--- config.mk ---
export PLATFORM = sky130hd
export DESIGN_NAME = rational_accumulator_alu_core
export DESIGN_NICKNAME = d
export VERILOG_FILES = /design/src/rtl/core/rat_pkg.sv /design/src/rtl/core/rat_mul.sv /design/src/rtl/core/rat_gcd.sv /design/src/rtl/core/rat_div.sv /design/src/rtl/core/rational_accumulator_alu_core.sv
export SDC_FILE = /design/constraint.sdc
export NUM_CORES = 2
export LEC_CHECK = 0
export BUFFER_PORTS_ARGS = -buffer_cell sky130_fd_sc_hd__buf_2
export CORE_MARGIN = 2
export CORE_UTILIZATION = 25
export CTS_BUF_LIST = sky130_fd_sc_hd__clkbuf_8
export CTS_CLUSTER_SIZE = 28
export DETAILED_ROUTE_END_ITERATION = 10
export MAX_ROUTING_LAYER = met4
export PLACE_DENSITY = 0.47
export SETUP_SLACK_MARGIN = 0.5
export SLEW_MARGIN = 5
export SYNTH_ARGS = -nofsm -noshare
export SYNTH_HDL_FRONTEND = slang
export SYNTH_SLANG_ARGS = --single-unit
--- constraint.sdc ---
create_clock -name i_clk -period 11.6 [get_ports i_clk]
set_clock_uncertainty 0.2 [all_clocks]
set_input_delay 1.16 -clock i_clk [delete_from_list [all_inputs] [get_ports i_clk]]
set_output_delay 1.16 -clock i_clk [all_outputs]
set_load 0.005 [all_outputs]
--- src/rtl/core/rat_pkg.sv ---
// Shared types and constants for the rational accumulator core.
// Holds the operation codes, the sequencer states and the datapath widths.
// Depends on nothing; every core module imports it.
package rat_pkg;

    localparam int WIDTH = 32;
    localparam int MAG_W = WIDTH;
    localparam int PROD_W = 2 * MAG_W;
    localparam int MUL_CNT_W = $clog2(MAG_W);
    localparam int DIV_CNT_W = $clog2(PROD_W);

    typedef enum logic [2:0] {
        KIND_LOAD = 3'd0,
        KIND_ADD  = 3'd1,
        KIND_SUB  = 3'd2,
        KIND_MUL  = 3'd3,
        KIND_DIV  = 3'd4
    } t_kind;

    typedef enum logic [2:0] {
        S_IDLE,
        S_MUL,
        S_SUM,
        S_GCD,
        S_DIV,
        S_DONE
    } t_state;

endpackage

--- src/rtl/core/rat_mul.sv ---
// Bit-serial unsigned multiplier, one multiplier bit per cycle.
// Depends on rat_pkg for the operand and product widths.
module rat_mul import rat_pkg::*; (
    input  logic                i_clk,
    input  logic                i_rst_n,
    input  logic                i_start,
    input  logic [MAG_W-1:0]    i_a,
    input  logic [MAG_W-1:0]    i_b,
    output logic [PROD_W-1:0]   o_prod,
    output logic                o_done
);
    logic [MAG_W-1:0]     r_a;
    logic [MAG_W-1:0]     r_b;
    logic [PROD_W-1:0]    r_prod;
    logic [MUL_CNT_W-1:0] r_cnt;
    logic                 r_busy;
    logic                 r_done;
    logic [MAG_W:0]       n_sum;

    // add the multiplicand into the upper half, then shift right one bit
    assign n_sum = {1'b0, r_prod[PROD_W-1:MAG_W]} + {1'b0, (r_b[0] ? r_a : '0)};

    always_ff @(posedge i_clk) begin
        if (!i_rst_n) begin
            r_busy <= 1'b0;
            r_done <= 1'b0;
            r_cnt  <= '0;
        end else begin
            r_done <= 1'b0;
            if (i_start) begin
                r_a    <= i_a;
                r_b    <= i_b;
                r_prod <= '0;
                r_cnt  <= '0;
                r_busy <= 1'b1;
            end else if (r_busy) begin
                r_prod <= {n_sum, r_prod[MAG_W-1:1]};
                r_b    <= {1'b0, r_b[MAG_W-1:1]};
                r_cnt  <= r_cnt + MUL_CNT_W'(1);
                if (r_cnt == MUL_CNT_W'(MAG_W - 1)) begin
                    r_busy <= 1'b0;
                    r_done <= 1'b1;
                end
            end
        end
    end

    assign o_prod = r_prod;
    assign o_done = r_done;
endmodule

--- src/rtl/core/rat_gcd.sv ---
// Binary gcd unit: one shift or one subtract per cycle on 64-bit values.
// Depends on rat_pkg for the product width.
module rat_gcd import rat_pkg::*; (
    input  logic                i_clk,
    input  logic                i_rst_n,
    input  logic                i_start,
    input  logic [PROD_W-1:0]   i_x,
    input  logic [PROD_W-1:0]   i_y,
    output logic [PROD_W-1:0]   o_gcd,
    output logic                o_done
);
    logic [PROD_W-1:0]    r_x;
    logic [PROD_W-1:0]    r_y;
    logic [PROD_W-1:0]    r_g;
    logic [DIV_CNT_W-1:0] r_k;
    logic                 r_busy;
    logic                 r_done;

    always_ff @(posedge i_clk) begin
        if (!i_rst_n) begin
            r_busy <= 1'b0;
            r_done <= 1'b0;
        end else begin
            r_done <= 1'b0;
            if (i_start) begin
                r_x    <= i_x;
                r_y    <= i_y;
                r_k    <= '0;
                r_busy <= 1'b1;
            end else if (r_busy) begin
                if (r_x == '0) begin
                    r_g    <= r_y << r_k;
                    r_busy <= 1'b0;
                    r_done <= 1'b1;
                end else if (r_y == '0) begin
                    r_g    <= r_x << r_k;
                    r_busy <= 1'b0;
                    r_done <= 1'b1;
                end else if (!r_x[0] && !r_y[0]) begin
                    r_x <= r_x >> 1;
                    r_y <= r_y >> 1;
                    r_k <= r_k + DIV_CNT_W'(1);
                end else if (!r_x[0]) begin
                    r_x <= r_x >> 1;
                end else if (!r_y[0]) begin
                    r_y <= r_y >> 1;
                end else if (r_x >= r_y) begin
                    r_x <= r_x - r_y;
                end else begin
                    r_y <= r_y - r_x;
                end
            end
        end
    end

    assign o_gcd  = r_g;
    assign o_done = r_done;
endmodule

--- src/rtl/core/rat_div.sv ---
// Restoring divider, one quotient bit per cycle, 64-bit operands.
// Depends on rat_pkg for the product width.
module rat_div import rat_pkg::*; (
    input  logic                i_clk,
    input  logic                i_rst_n,
    input  logic                i_start,
    input  logic [PROD_W-1:0]   i_num,
    input  logic [PROD_W-1:0]   i_den,
    output logic [PROD_W-1:0]   o_quot,
    output logic                o_done
);
    logic [PROD_W-1:0]    r_q;
    logic [PROD_W:0]      r_rem;
    logic [PROD_W-1:0]    r_d;
    logic [DIV_CNT_W-1:0] r_cnt;
    logic                 r_busy;
    logic                 r_done;
    logic [PROD_W:0]      n_sh;
    logic                 n_fit;

    assign n_sh  = {r_rem[PROD_W-1:0], r_q[PROD_W-1]};
    assign n_fit = n_sh >= {1'b0, r_d};

    always_ff @(posedge i_clk) begin
        if (!i_rst_n) begin
            r_busy <= 1'b0;
            r_done <= 1'b0;
            r_cnt  <= '0;
        end else begin
            r_done <= 1'b0;
            if (i_start) begin
                r_q    <= i_num;
                r_rem  <= '0;
                r_d    <= i_den;
                r_cnt  <= '0;
                r_busy <= 1'b1;
            end else if (r_busy) begin
                r_rem <= n_fit ? (n_sh - {1'b0, r_d}) : n_sh;
                r_q   <= {r_q[PROD_W-2:0], n_fit};
                r_cnt <= r_cnt + DIV_CNT_W'(1);
                if (r_cnt == DIV_CNT_W'(PROD_W - 1)) begin
                    r_busy <= 1'b0;
                    r_done <= 1'b1;
                end
            end
        end
    end

    assign o_quot = r_q;
    assign o_done = r_done;
endmodule

--- src/rtl/core/rational_accumulator_alu_core.sv ---
// Top level of the rational accumulator: sequencer, sign handling, result word.
// Depends on rat_pkg, rat_mul, rat_gcd and rat_div.
//
// Usage:
// - Input channel: i_valid / o_stall carry one word (kind, operand fraction).
//   A word is taken at a rising edge with i_valid high and o_stall low.
// - Output channel: o_valid / i_stall carry one result word per input word.
// - Each word runs through three bit-serial multipliers in parallel, a sign
//   add, a binary gcd (one shift or subtract per cycle) and two bit-serial
//   dividers in parallel, plus sequencing. Only the gcd loop varies in
//   length with the operands; a zero denominator skips gcd and division.
// - One word is in flight at a time; o_stall is high from accept until the
//   result is moved into the output register, so the next word can be taken
//   in the cycle after that move.
// - The output register holds a finished word while the receiver stalls,
//   so the next input word may be taken meanwhile; it finishes and waits.
// - Reset (synchronous, active low) sets the accumulator to 0/1 and
//   empties the output register.
module rational_accumulator_alu_core import rat_pkg::*; (
    input  logic                    i_clk,
    input  logic                    i_rst_n,
    input  logic                    i_valid,
    output logic                    o_stall,
    input  logic [2:0]              i_kind,
    input  logic signed [WIDTH-1:0] i_operand_num,
    input  logic signed [WIDTH-1:0] i_operand_den,
    output logic                    o_valid,
    input  logic                    i_stall,
    output logic signed [WIDTH-1:0] o_result_num,
    output logic [WIDTH-2:0]        o_result_den,
    output logic                    o_is_whole,
    output logic                    o_is_undefined,
    output logic                    o_overflowed
);
    t_state r_state, n_state;

    // accumulator
    logic [WIDTH-1:0] r_acc_num;
    logic [WIDTH-2:0] r_acc_den;

    // per-word signs and sums
    logic              r_n0n, r_n1n, r_en, r_nn, r_undef;
    logic [PROD_W-1:0] r_nm, r_em;
    logic              r_gcd_go;

    // output register
    logic              r_o_valid;
    logic [WIDTH-1:0]  r_o_num;
    logic [WIDTH-2:0]  r_o_den;
    logic              r_o_whole, r_o_undef, r_o_ovf;

    logic              accept_in, out_free;
    logic              mul_start, gcd_start, div_start;
    logic [MAG_W-1:0]  a0, b0, a1, b1, a2, b2;
    logic              n0n, n1n, en;
    logic [PROD_W-1:0] p0, p1, p2, gcd_val, qn, qe;
    logic              m0_done, m1_done, m2_done, g_done, dn_done, de_done;
    logic [MAG_W-1:0]  am, bm, cm, dm;
    logic              an, cn, dn;
    logic [PROD_W-1:0] sum_m;
    logic              sum_n;

    // final shaping
    logic              f_neg, f_ovf, f_undef;
    logic [PROD_W-1:0] f_sv;
    logic [WIDTH-1:0]  f_num;
    logic [WIDTH-2:0]  f_den;

    assign accept_in = i_valid && !o_stall;
    assign out_free  = !r_o_valid || !i_stall;

    // sign-magnitude split of accumulator and operand
    assign an = r_acc_num[WIDTH-1];
    assign am = an ? (MAG_W'(0) - r_acc_num) : r_acc_num;
    assign bm = {1'b0, r_acc_den};
    assign cn = i_operand_num[WIDTH-1];
    assign cm = cn ? (MAG_W'(0) - i_operand_num) : i_operand_num;
    assign dn = i_operand_den[WIDTH-1];
    assign dm = dn ? (MAG_W'(0) - i_operand_den) : i_operand_den;

    // route magnitudes into the three multipliers; unused lanes multiply zero
    always_comb begin
        a0 = am; b0 = dm; a1 = '0; b1 = '0; a2 = bm; b2 = cm;
        n0n = an ^ dn; n1n = 1'b0; en = cn;
        case (i_kind)
            KIND_LOAD: begin
                a0 = cm; b0 = MAG_W'(1); n0n = cn;
                a2 = dm; b2 = MAG_W'(1); en = dn;
            end
            KIND_ADD, KIND_SUB: begin
                a1 = cm; b1 = bm; n1n = cn ^ (i_kind == KIND_SUB);
                a2 = bm; b2 = dm; en = dn;
            end
            KIND_MUL: begin
                a0 = am; b0 = cm; n0n = an ^ cn;
                a2 = bm; b2 = dm; en = dn;
            end
            default: begin
                // divide, and the undefined kinds behave as divide
            end
        endcase
    end

    // signed sum of the two numerator products
    always_comb begin
        if (r_n0n == r_n1n) begin
            sum_m = p0 + p1;
            sum_n = r_n0n;
        end else if (p0 >= p1) begin
            sum_m = p0 - p1;
            sum_n = r_n0n;
        end else begin
            sum_m = p1 - p0;
            sum_n = r_n1n;
        end
    end

    // move the sign onto the reduced quotients, flag overflow and undefined, cut to width
    always_comb begin
        f_neg = (qn != '0) && (r_nn != r_en);
        f_ovf = (qe[PROD_W-1:WIDTH-1] != '0) ||
                (f_neg ? (qn > (PROD_W'(1) << (WIDTH-1)))
                       : (qn > ((PROD_W'(1) << (WIDTH-1)) - PROD_W'(1))));
        f_sv  = f_neg ? (PROD_W'(0) - qn) : qn;
        f_num = f_sv[WIDTH-1:0];
        f_den = qe[WIDTH-2:0];
        f_undef = r_undef || (f_den == '0);
        if (r_undef) begin
            f_ovf = 1'b0;
        end
        if (f_undef) begin
            f_num = '0;
            f_den = '0;
        end
    end

    rat_mul u_mul0 (.i_clk, .i_rst_n, .i_start(mul_start), .i_a(a0), .i_b(b0),
                    .o_prod(p0), .o_done(m0_done));
    rat_mul u_mul1 (.i_clk, .i_rst_n, .i_start(mul_start), .i_a(a1), .i_b(b1),
                    .o_prod(p1), .o_done(m1_done));
    rat_mul u_mul2 (.i_clk, .i_rst_n, .i_start(mul_start), .i_a(a2), .i_b(b2),
                    .o_prod(p2), .o_done(m2_done));

    rat_gcd u_gcd (.i_clk, .i_rst_n, .i_start(gcd_start), .i_x(r_nm), .i_y(r_em),
                   .o_gcd(gcd_val), .o_done(g_done));

    rat_div u_div_n (.i_clk, .i_rst_n, .i_start(div_start), .i_num(r_nm),
                     .i_den(gcd_val), .o_quot(qn), .o_done(dn_done));
    rat_div u_div_e (.i_clk, .i_rst_n, .i_start(div_start), .i_num(r_em),
                     .i_den(gcd_val), .o_quot(qe), .o_done(de_done));

    // sequencer: next state and unit starts
    always_comb begin
        n_state   = r_state;
        mul_start = 1'b0;
        gcd_start = 1'b0;
        div_start = 1'b0;
        o_stall   = 1'b1;
        case (r_state)
            S_IDLE: begin
                o_stall = 1'b0;
                if (i_valid) begin
                    mul_start = 1'b1;
                    n_state   = S_MUL;
                end
            end
            S_MUL: begin
                if (m0_done && m1_done && m2_done) begin
                    n_state = S_SUM;
                end
            end
            S_SUM: begin
                // zero denominator skips reduction
                if (p2 == '0) begin
                    n_state = S_DONE;
                end else begin
                    n_state = S_GCD;
                end
            end
            S_GCD: begin
                // kick the gcd on the first cycle, once the sums are registered
                gcd_start = r_gcd_go;
                if (g_done) begin
                    div_start = 1'b1;
                    n_state   = S_DIV;
                end
            end
            S_DIV: begin
                if (dn_done && de_done) begin
                    n_state = S_DONE;
                end
            end
            S_DONE: begin
                if (out_free) begin
                    n_state = S_IDLE;
                end
            end
            default: n_state = S_IDLE;
        endcase
    end

    always_ff @(posedge i_clk) begin
        if (!i_rst_n) begin
            r_state   <= S_IDLE;
            r_acc_num <= '0;
            r_acc_den <= (WIDTH-1)'(1);
            r_o_valid <= 1'b0;
            r_gcd_go  <= 1'b0;
        end else begin
            r_state  <= n_state;
            r_gcd_go <= (r_state == S_SUM) && (p2 != '0);
            if (accept_in) begin
                r_n0n <= n0n;
                r_n1n <= n1n;
                r_en  <= en;
            end
            if (r_state == S_SUM) begin
                r_nm    <= sum_m;
                r_nn    <= sum_n;
                r_em    <= p2;
                r_undef <= (p2 == '0);
            end
            if (r_o_valid && !i_stall) begin
                r_o_valid <= 1'b0;
            end
            // move the finished word out and update the accumulator
            if (r_state == S_DONE && out_free) begin
                r_o_valid <= 1'b1;
                r_o_num   <= f_num;
                r_o_den   <= f_den;
                r_o_whole <= (f_den == (WIDTH-1)'(1));
                r_o_undef <= f_undef;
                r_o_ovf   <= f_ovf;
                r_acc_num <= f_num;
                r_acc_den <= f_den;
            end
        end
    end

    assign o_valid        = r_o_valid;
    assign o_result_num   = r_o_num;
    assign o_result_den   = r_o_den;
    assign o_is_whole     = r_o_whole;
    assign o_is_undefined = r_o_undef;
    assign o_overflowed   = r_o_ovf;

    a_undef_zero : assert property (@(posedge i_clk) disable iff (!i_rst_n)
        o_valid && o_is_undefined |-> o_result_num == '0 && o_result_den == '0)
        else $error("undefined result not shown as 0/0");

    a_den_nonzero : assert property (@(posedge i_clk) disable iff (!i_rst_n)
        o_valid && !o_is_undefined |-> o_result_den != '0)
        else $error("defined result with zero denominator");

    a_busy_after_accept : assert property (@(posedge i_clk) disable iff (!i_rst_n)
        i_valid && !o_stall |=> o_stall)
        else $error("input taken while a word is in flight");

    a_gcd_divisor : assert property (@(posedge i_clk) disable iff (!i_rst_n)
        g_done |=> gcd_val != '0)
        else $error("gcd of a nonzero denominator is zero");
endmodule

==> run summary <==
The number of fillers in the final layout is 36300. With fillers left out, the area of the finished cells amounts to 95800 sq um. Summing the sequential cell areas from Yosys gives 41.1% of the chip area. The height of the die came out at 589 um. In the post-synthesis netlist, the biggest area contributors are sky130_fd_sc_hd__edfxtp_1 39%, sky130_fd_sc_hd__ha_1 8.1%, sky130_fd_sc_hd__nand2_1 5.3%. The startpoint identified for the worst hold timing path is u_gcd.o_gcd[54]. At the end of routability-driven placement, the weighted congestion stood at 1.00.

The critical path is of the flip-flop to flip-flop type. After layout, the worst path uses 51.0% of the clock period. After detailed routing, the total wire length is 347 mm. In the final layout, flip-flops and latches occupy 35200 sq um. The path with the worst hold slack has its endpoint at u_div_n.r_d[54]. The tools report the post-synthesis net count as 10200. The cell area after technology mapping is 85600 sq um, and the endpoint required time on the critical path is 12160 ps.

The post-synthesis to final-layout area growth is 11.9%, and the iteration count of the initial detailed-routing pass is 8. The run gives 10200 as the number of nets at the end of the flow. Kind of path behind the tightest hold check: flip-flop to flip-flop.

Hold repair after CTS inserted 0 buffers. The number of enable flip-flop cells after synthesis was 1100; the number of I/O port buffers was 138. Summed over its instances, the top area cell type makes up 38.6% of the synthesized netlist area. In the routed design, unresolved DRC markers number 0. Summing all placed instances gives a cell area of 90900 sq um.

During synthesis, Yosys emitted a total of 0 warnings. The share of flip-flops with an asynchronous set or reset was 0%; the pin count of the biggest net entering global routing was 92. The first routing iteration left 6989 violations. The tools report the root buffer selected by CTS as sky130_fd_sc_hd__clkbuf_8.

At the pin with the least slew margin, the transition time is 1300 ps. The tools report the overall overflow remaining after global route as 0. The logs give 0 ps for the setup TNS and 0 for the number of routed nets with antenna violations.

The clock reaches the later pin of the worst-skew pair after 1090 ps. Post-synthesis average cell area: 8.94 sq um. The final period demand of the worst path came out at 5910 ps.

Average vias per placed instance: 5.21. STA classifies the critical path startpoint as a flip-flop. The worst reg2reg path depth was 13; the count of max-cap constraint violations was 0.

The clock drives 1207 sinks. For flop-to-flop paths, the worst setup slack is 5690 ps. Number of levels in the clock H-tree: 4. The tools report the launching point of the worst reg2reg path as u_mul1.o_prod[39]. The area of the die is 347000 sq um, and the routed length per instance is 24.3 um. The power per cell area works out to 127 nW/um^2. The detailed router placed 74300 vias in this run. Before CTS, the worst setup slack after placement is 5890 ps.

Chip width: 589 um. The number of pins exceeding their max-slew limit in the final report is 0. Worst hold path cell count: 0. Hold violation total from the final report: 0. The area occupied by multi-input gates is 46500 sq um. Total setup buffers inserted after CTS: 0. Counting the buffers created by CTS gives 233.

139 I/O pins were placed. The post-synthesis cell count was 9577. After clock tree synthesis, the clock-pin slew on the worst setup and hold paths is 60 ps.

In this run the critical register-to-register path is captured at r_nm[46]. For the initial antenna violation count, the log shows 28. Dominant synthesized flop cell: sky130_fd_sc_hd__edfxtp_1. Setup violations remaining at the end of the flow were counted as 0. For the total number of placement rows, the log shows 214. The initial cell density of the core is 25.2%, and the highest fanout seen on the critical path is 45. The tools report the capturing element type of the critical path as a flip-flop.

The run finished with clean final reports. The HPWL after detailed placement is 270 mm, and the layout cell share with drive strength beyond 1 is 7.31%. The final cell utilization of the core was 28.1%; the arrival time at the worst endpoint was 6470 ps. The non-filler instance count after layout is 14300. Dominant cell type by area after synthesis: sky130_fd_sc_hd__edfxtp_1. The analysis attributes to cell leakage a power of 37.1 nW. The tools report the via count of the first global-routing pass as 72100. Post-CTS repair changed the size of 0 cells.

Counting tap cells, the placed design contains a total of 13800 instances. VDD sags by at most 0.101 mV. Across every metal layer, demand over resource in global routing totals 19.8%.

In this run the tightest slew margin relative to its limit is 12.3%. First-pass GRT wire length: 503 mm. Setup repair after global routing left no endpoint under its margin.

The number of distinct standard cells referenced by the synthesized netlist was 103; the area of the core region was 340000 sq um. The number of synthesized register bits is 1207, and the peak clock frequency supported by timing is 0.169 GHz. In the post-route analysis, the smallest setup slack over all paths is 5690 ps.

TritonCTS built the clock tree. The tools report the maximum root-to-sink buffer count as 4.
[worst max-delay path by stage]
stage,from,end,slack (ps),depth (start not counted)
6_report,u_mul1.o_prod[39],r_nm[46],5690,13
5_1_grt,u_mul1.o_prod[39],r_nm[46],5370,13
4_1_cts,u_gcd.r_x[0],u_gcd.r_y[43],5860,15
3_5_place_dp,u_mul1.o_prod[42],r_nm[54],5890,13
3_3_place_gp,u_mul0.r_b[0],u_mul0.o_prod[61],5970,16
2_1_floorplan,i_rst_n,u_div_n.o_quot[0],3280,2
[synthesized netlist by cell type (all sizes together), types with 92 or more instances]
cell    instances
nand2        1214
edfxtp       1100
nor2         1036
a21oi         874
ha            555
inv           541
o21ai         518
clkbuf        407
xnor2         354
mux2i         234
a21o          215
and2          185
xor2          175
a221oi        160
o21bai        157
nand4         142
nand3         139
nor4          133
buf           114
nor3          108
dfxtp         107
a211oi         97
a31oi          92
nor2b          92
[state kept, by name, indices dropped and copies added, names as in the netlist, 64 cells and up]
register / flops
u_mul1.o_prod: 64
u_gcd.o_gcd: 64
u_div_n.o_quot: 64
u_mul2.o_prod: 64
u_mul0.o_prod: 64
u_gcd.r_x: 64
u_div_n.r_d: 64
u_div_e.o_quot: 64
u_gcd.r_y: 64
u_div_n.r_rem: 64
u_div_e.r_rem: 64
r_nm: 64
r_em: 64
[cell type report]
class	instances	area share [%]
antenna	12	0.0314
timing repair buffer	236	1.50
tap	4536	5.93
inverter	541	2.12
clock inverter	178	1.47
multi-input combinational	7308	48.6
clock buffer	251	3.61
sequential	1207	36.7
[cells in the final DEF (no fill, tap or decap), types with 234 or more instances in the layout]
master,Yosys,layout
sky130_fd_sc_hd__nand2_1,1214,1212
sky130_fd_sc_hd__edfxtp_1,1100,1100
sky130_fd_sc_hd__nor2_1,1035,1029
sky130_fd_sc_hd__a21oi_1,873,872
sky130_fd_sc_hd__inv_1,539,604
sky130_fd_sc_hd__ha_1,555,555
sky130_fd_sc_hd__o21ai_0,482,482
sky130_fd_sc_hd__xnor2_1,354,353
sky130_fd_sc_hd__clkbuf_8,0,251
sky130_fd_sc_hd__mux2i_1,234,234
[where the power goes]
| part | total, mW | leakage, nW | switching [mW] | internal (mW) |
|---|---|---|---|---|
| logic | 2.39 | 23.4 | 1.62 | 0.768 |
| registers | 5.11 | 11.0 | 0.144 | 4.97 |
| clock network | 4.62 | 2.73 | 2.14 | 2.48 |
| total | 12.1 | 37.1 | 3.91 | 8.22 |
[worst max-delay path, cell delays in order (launching register included)]
cell,delay (ps)
sky130_fd_sc_hd__edfxtp_1,470
sky130_fd_sc_hd__ha_1,600
sky130_fd_sc_hd__a21oi_1,360
sky130_fd_sc_hd__o21ai_0,270
sky130_fd_sc_hd__a21oi_1,240
sky130_fd_sc_hd__o221ai_1,230
sky130_fd_sc_hd__a2111oi_0,900
sky130_fd_sc_hd__nand3_4,690
sky130_fd_sc_hd__buf_4,540
sky130_fd_sc_hd__a211o_1,340
sky130_fd_sc_hd__a32oi_1,410
sky130_fd_sc_hd__o21ai_0,150
sky130_fd_sc_hd__o21ai_1,110
sky130_fd_sc_hd__xnor2_1,90
[routing by layer]
| layer | track usage (%) | vias up | part of all wire (%) |
|---|---|---|---|
| met5 | - | - | 0 |
| met4 | 6.18 | 0 | 3.3 |
| met3 | 2.79 | 536 | 5.9 |
| met2 | 31.4 | 2438 | 46 |
| met1 | 26.0 | 36800 | 45 |
| li1 | - | 34500 | - |
[stage by stage]
stage                     hold slack, ps  total power [mW]
final                                182              12.1
after detailed placement             205              7.56
after floorplan                      200              6.73
after global routing                 179              12.6
after global placement               203              7.55
after CTS                            166              12.2
[logic make-up after synthesis]
kind of cell,Yosys count,share of synthesized area [%]
AOI/OAI and AO/OA,2639,19.7
xor gates and xnor gates,529,5.41
adders and majority gates,565,8.35
buffers and inverters,1062,4.82
DFF,1207,41.1
muxes,255,3.05
and+or+nand+nor,3320,17.5
(Power assumes the default switching activity.)
